<file path="config.mk">
export PLATFORM = sky130hd
export DESIGN_NAME = hlsv_interp
export DESIGN_NICKNAME = d
export VERILOG_FILES = /design/src/rtl/hlsv_pkg.sv /design/src/rtl/hlsv_interp.sv
export VERILOG_INCLUDE_DIRS = /design/src /design/src/rtl
export SDC_FILE = /design/constraint.sdc
export NUM_CORES = 1
export LEC_CHECK = 0
export BUFFER_PORTS_ARGS = -buffer_cell sky130_fd_sc_hd__buf_2
export CAP_MARGIN = 20
export CORE_MARGIN = 3
export CORE_UTILIZATION = 45
export DETAILED_ROUTE_END_ITERATION = 7
export GPL_ROUTABILITY_DRIVEN = 1
export PLACE_DENSITY = 0.65
export SLEW_MARGIN = 10
export SYNTH_ARGS = -nofsm -noshare
export SYNTH_HDL_FRONTEND = slang
export SYNTH_SLANG_ARGS = --single-unit
</file>
<file path="constraint.sdc">
create_clock -name clk_i -period 17.3 [get_ports clk_i]
set_input_delay 2.595 -clock clk_i [delete_from_list [all_inputs] [get_ports clk_i]]
set_output_delay 2.595 -clock clk_i [all_outputs]
set_load 0.02 [all_outputs]
</file>
<file path="src/rtl/assert_macros.svh">
// Assertion macros shared by the sampler voice RTL.
// Depends on nothing; included by the files that carry assertions.
`ifndef ASSERT_MACROS_SVH
`define ASSERT_MACROS_SVH

// Property that must hold at every clock edge outside reset.
`define HLSV_ASSERT(lbl, clk, rst_n, prop, msg) \
  lbl: assert property (@(posedge clk) disable iff (!rst_n) (prop)) else $error(msg);

// Consequent that must hold at the clock edge after the antecedent.
`define HLSV_ASSERT_NEXT(lbl, clk, rst_n, ante, cons, msg) \
  lbl: assert property (@(posedge clk) disable iff (!rst_n) (ante) |=> (cons)) else $error(msg);

`endif

</file>
<file path="src/rtl/hlsv_pkg.sv">
// Shared types, codes and pitch tables of the looped sampler voice.
// Depends on nothing; used by the interfaces, the interpolator and the top level.
package hlsv_pkg;

  localparam int KIND_W     = 2;
  localparam int ADDR_W     = 16;
  localparam int SAMPLE_W   = 16;
  localparam int POS_W      = 16;
  localparam int SHIFT_W    = 7;
  localparam int CFG_IDX_W  = 2;
  localparam int CFG_DATA_W = 16;
  localparam int Q24_W      = 25;

  // Input item kinds.
  localparam logic [KIND_W-1:0] KIND_WRITE   = 2'd0;
  localparam logic [KIND_W-1:0] KIND_TICK    = 2'd1;
  localparam logic [KIND_W-1:0] KIND_RETRIG  = 2'd2;

  // Configuration register indexes.
  localparam logic [CFG_IDX_W-1:0] CFG_SHIFT      = 2'd0;
  localparam logic [CFG_IDX_W-1:0] CFG_LP_FIRST   = 2'd1;
  localparam logic [CFG_IDX_W-1:0] CFG_LP_LIMIT   = 2'd2;
  localparam logic [CFG_IDX_W-1:0] CFG_START_OFS  = 2'd3;

  localparam logic [POS_W-1:0] LP_LIMIT_RST = 16'hFFFF;

  typedef logic signed [SAMPLE_W-1:0] sample_t;

  // Four neighboring samples around the read position.
  typedef struct packed {
    sample_t xm1;
    sample_t x0;
    sample_t x1;
    sample_t x2;
  } taps_t;

  typedef struct packed {
    logic [3:0] oct;
    logic [3:0] rem;
  } semi_split_t;

  // 2^(r/12) in Q24, rounded.
  function automatic logic [Q24_W-1:0] semi_q24(input logic [3:0] r);
    logic [Q24_W-1:0] v;
    case (r)
      4'd0:    v = 25'd16777216;
      4'd1:    v = 25'd17774841;
      4'd2:    v = 25'd18831788;
      4'd3:    v = 25'd19951585;
      4'd4:    v = 25'd21137968;
      4'd5:    v = 25'd22394897;
      4'd6:    v = 25'd23726566;
      4'd7:    v = 25'd25137421;
      4'd8:    v = 25'd26632170;
      4'd9:    v = 25'd28215802;
      4'd10:   v = 25'd29893600;
      4'd11:   v = 25'd31671166;
      default: v = '0;
    endcase
    return v;
  endfunction

  // Splits shift + 72 into octave and semitone by restoring subtraction of 12.
  function automatic semi_split_t semi_split(input logic [SHIFT_W-1:0] s);
    logic [7:0] sv;
    logic [3:0] oct;
    sv  = {s[SHIFT_W-1], s} + 8'd72;
    oct = '0;
    if (sv >= 8'd96) begin
      sv     = sv - 8'd96;
      oct[3] = 1'b1;
    end
    if (sv >= 8'd48) begin
      sv     = sv - 8'd48;
      oct[2] = 1'b1;
    end
    if (sv >= 8'd24) begin
      sv     = sv - 8'd24;
      oct[1] = 1'b1;
    end
    if (sv >= 8'd12) begin
      sv     = sv - 8'd12;
      oct[0] = 1'b1;
    end
    return '{oct: oct, rem: sv[3:0]};
  endfunction

endpackage

</file>
<file path="src/rtl/hlsv_interp.sv">
// Four-point Hermite interpolator: one shared multiplier stepped over three products.
// Depends on hlsv_pkg and assert_macros.svh.
`include "assert_macros.svh"

module hlsv_interp #(
  parameter int unsigned FRAC_BITS = 16
) (
  input  logic                  clk_i,
  input  logic                  rst_ni,
  input  logic                  start_i,
  input  hlsv_pkg::taps_t       taps_i,
  input  logic [FRAC_BITS-1:0]  frac_i,
  output logic                  done_o,
  output hlsv_pkg::sample_t     y_o
);
  import hlsv_pkg::*;

  localparam int H_W    = 22;
  localparam int PROD_W = H_W + FRAC_BITS + 1;
  localparam logic signed [H_W-1:0] SAT_MAX = H_W'(32767);
  localparam logic signed [H_W-1:0] SAT_MIN = H_W'(-32768);

  typedef enum logic [2:0] {IS_IDLE, IS_M1, IS_M2, IS_M3, IS_FIN} step_e;

  step_e                    step_q;
  logic                     done_q;
  sample_t                  y_q;
  logic signed [PROD_W-1:0] prod_q;
  logic signed [PROD_W-1:0] prod_d;

  logic signed [H_W-1:0]    c, v, w, a, b, x0x2;
  logic signed [H_W-1:0]    prod_sh, h1, h2, h3, hr, mul_a;
  logic signed [FRAC_BITS:0] f_s;
  sample_t                  y_sat;

  // Coefficients; the taps stay put for the whole computation.
  always_comb begin
    c    = H_W'(taps_i.x1) - H_W'(taps_i.xm1);
    v    = (H_W'(taps_i.x0) - H_W'(taps_i.x1)) <<< 1;
    w    = c + v;
    a    = w + v + H_W'(taps_i.x2) - H_W'(taps_i.x0);
    b    = w + a;
    x0x2 = H_W'(taps_i.x0) <<< 1;
  end

  always_comb begin
    f_s     = $signed({1'b0, frac_i});
    prod_sh = H_W'(prod_q >>> FRAC_BITS);
    h1      = prod_sh - b;
    h2      = prod_sh + c;
    h3      = prod_sh + x0x2;
    hr      = (h3 + H_W'(1)) >>> 1;
    if (hr > SAT_MAX) begin
      y_sat = sample_t'(SAT_MAX);
    end else if (hr < SAT_MIN) begin
      y_sat = sample_t'(SAT_MIN);
    end else begin
      y_sat = sample_t'(hr);
    end
    case (step_q)
      IS_M1:   mul_a = a;
      IS_M2:   mul_a = h1;
      default: mul_a = h2;
    endcase
    prod_d = PROD_W'(mul_a) * PROD_W'(f_s);
  end

  always_ff @(posedge clk_i or negedge rst_ni) begin
    if (!rst_ni) begin
      step_q <= IS_IDLE;
      done_q <= 1'b0;
      y_q    <= '0;
      prod_q <= '0;
    end else begin
      done_q <= 1'b0;
      unique case (step_q)
        IS_IDLE: begin
          if (start_i) begin
            step_q <= IS_M1;
          end
        end
        IS_M1: begin
          prod_q <= prod_d;
          step_q <= IS_M2;
        end
        IS_M2: begin
          prod_q <= prod_d;
          step_q <= IS_M3;
        end
        IS_M3: begin
          prod_q <= prod_d;
          step_q <= IS_FIN;
        end
        IS_FIN: begin
          y_q    <= y_sat;
          done_q <= 1'b1;
          step_q <= IS_IDLE;
        end
        default: step_q <= IS_IDLE;
      endcase
    end
  end

  assign done_o = done_q;
  assign y_o    = y_q;

  `HLSV_ASSERT(a_start_when_idle, clk_i, rst_ni, !start_i || step_q == IS_IDLE, "interpolator started while busy")
  `HLSV_ASSERT_NEXT(a_done_pulse, clk_i, rst_ni, done_q, !done_q, "done held longer than one cycle")
  `HLSV_ASSERT(a_m1_from_start, clk_i, rst_ni, step_q != IS_M1 || $past(start_i), "first product without a start")

endmodule

</file>
==> flow_metrics.py <==
metrics = {
    "run_status": {
        "status": "finished, final reports clean",
    },
    "global_routing": {
        "grt_usage_pct": 23.1,
        "grt_pass1_wl_um": 95100,
        "met3_usage_pct": 1.53,
        "grt_util_met1_pct": 30.6,
        "grt_pass1_vias": 18700,
        "use_met2_pct": 41.8,
        "antenna_found_initial": 0,
        "busiest_layer": "met2",
        "grt-ovfl-total": 0,
        "grt_max_degree": 48,
    },
    "logic_synthesis": {
        "synthDominantCellAreaShare_pct": 36.2,
        "yosysMostFrequentCell": "inv_1",
        "synth_ff_type": "dfrtp_1",
        "ys_seq_elements": 42,
        "synth-edff-count": 0,
        "yosys_warnings": 0,
        "avgSynthCellArea_um2": 8.42,
        "yosys-top-cells-count": "581 x inv_1, 397 x fa_1, 301 x nand2_1",
        "syn_inst": 2606,
        "synthTopCellsByArea": "fa_1 36%, ha_1 13%, inv_1 9.9%",
        "syn_nets": 3315,
        "yosysSeqAreaShare_pct": 4.79,
        "synth.distinct_cells": 85,
        "synth_top_area_cell": "fa_1",
        "netlist_area_um2": 21900,
        "async_flop_share_pct": 100,
    },
    "routing": {
        "vias": 17700,
        "dr.pass1.iters": 6,
        "wire_per_inst_um": 17.2,
        "postRouteAntennaNets": 0,
        "wl_um": 56500,
        "initialDrtViolationCount": 1055,
        "routed_via_density": 5.39,
        "drc_errors": 0,
    },
    "floorplan": {
        "start_util_pct": 45.8,
        "dieArea_um2": 51500,
        "die_x_um": 227,
        "core_area_um2": 47900,
        "placementRows": 80,
        "io_pins": 100,
        "die_y_um": 227,
    },
    "setup_path": {
        "cp_slowest_cell": "a2111oi_1",
        "critPathBufInv": 10,
        "critPathKind": "input port to flop",
        "end_kind": "flop",
        "worst_setup_path_start_kind": "input port",
        "cp_top_family": "compound AO/OA/AOI/OAI gates",
        "slowest_delay_ns": 0.60,
        "critPathRequiredTime_ns": 17.47,
        "cp.arrival_ns": 16.55,
        "crit_fanout": 9,
    },
    "layout": {
        "antenna_cells": 0,
        "syn2layout_area_growth_pct": 6.29,
        "multi_input_area_um2": 18400,
        "drive_above_1_share_pct": 6.42,
        "fin_nets": 3371,
        "finish.cell_count_without_fillers": 3278,
        "postLayoutCoreUtil_pct": 48.7,
        "register_area_um2": 1050,
        "fill_cells": 4628,
    },
    "clocking": {
        "clkSinkCount": 42,
        "clockRootBuffer": "clkbuf_16",
        "cts_htree_levels": 2,
        "tritoncts": "done",
        "clockBufferDepth": 2,
        "insertion_delay_ns": 0.31,
        "clk_pin_slew_ns": 0.07,
        "cts_buffers": 5,
    },
    "sta": {
        "final_hold_viol_count": 0,
        "relSlewSlack_pct": 33.9,
        "slew_viol_final": 0,
        "fin_crit_sh_pct": 94.7,
        "tightest_slew_ns": 0.992,
        "skew_ns": 0.00598,
        "rsz0062_at_grt": "no",
        "min_period_ns": 16.38,
        "finalSetupViolCount": 0,
        "fin_tns_setup_ns": 0,
        "clock.fmax_mhz": 61.0,
    },
    "hold_path": {
        "hp-class": "flop to flop",
    },
    "run": {
        "max-cap-violations": 0,
    },
    "placement": {
        "finalWeightedCongestion": 0.886,
        "placed_cells": 3265,
        "portBuffers": 99,
        "place_hpwl_um": 47800,
    },
}
-- worst min-delay path: cells and delay by family (launching register included) --
kind	cells	cell delay (ns)
AND/OR/NAND/NOR	2	0.12
flip-flops	1	0.34
-- cells by family after synthesis --
group,share of synthesized area [%]
AO/OA/AOI/OAI,13.0
XOR/XNOR,5.71
adder cells (fa/ha/maj),49.3
buffers and inverters,11.5
flip-flops,4.79
multiplexers,0.182
AND/OR/NAND/NOR,15.6
-- through the flow --
step           area [um2]  worst slack (ns)  hold slack, ns
2_1_floorplan       21900              2.19           0.502
3_3_place_gp        23100             0.582           0.478
3_5_place_dp        23100            0.0478           0.491
4_1_cts             23200             0.327           0.506
5_1_grt             23300             0.109           0.541
6_report            23300             0.916           0.497
-- worst paths after layout --
path                                              from  cells past startpoint                endpoint  slack, ns
worst max-delay path                        taps_i[32]                     55  prod_q[31]$_DFFE_PN0P_       0.92
worst min-delay path               y_o[15]$_DFFE_PN0P_                      2     y_o[15]$_DFFE_PN0P_       0.50
worst max register to register  prod_q[23]$_DFFE_PN0P_                     35  prod_q[31]$_DFFE_PN0P_       7.22
worst min register to register     y_o[15]$_DFFE_PN0P_                      2     y_o[15]$_DFFE_PN0P_       0.50
max in group asynchronous                       rst_ni                      2  prod_q[20]$_DFFE_PN0P_      14.54
min in group asynchronous                       rst_ni                      1     y_o[15]$_DFFE_PN0P_       2.22
-- state kept, by name (all words and copies together) (netlist names) --
register,cells
done_o,1
prod_q,22
step_q,3
y_o,16
-- timing repair --
| item | 4_1_cts | 5_1_grt |
|---|---|---|
| buffers inserted | 0 | 2 |
| hold buffers | 0 | 0 |
| gates resized for setup | 0 | 6 |
| setup endpoints to repair | 0 | 12 |
| endpoints found under the hold margin | 0 | 0 |
-- metal layers --
layer	vias to the layer above	share of wire (%)
met5	-	0
met3	64	3.5
met4	0	1.9
met1	8867	43
met2	369	51
li1	8358	-
-- cell usage in the layout (no fill, tap or decap), drive strengths merged, types with 14 or more instances in the layout --
master  count
inv       581
fa        397
nand2     302
ha        229
and2      138
buf       125
a21oi     106
nor2      104
xnor2     101
o21ai      83
a21o       48
xor2       42
dfrtp      42
nor3       29
nand3      22
a221o      22
nand2b     21
a211oi     21
o21a       19
nor2b      16
nand4      16
and3       15
o21bai     14
-- area by class of cell --
| type | count | area share [%] |
|---|---|---|
| clock buffer | 6 | 0.552 |
| clock inverter | 2 | 0.161 |
| inverter | 584 | 9.40 |
| multi-input combinational | 1904 | 79.1 |
| sequential | 42 | 4.51 |
| tap | 615 | 3.30 |
| timing repair buffer | 125 | 3.01 |
Power is not shown: default switching activity piles up to over one toggle a cycle in this logic, so the estimate is an artifact.
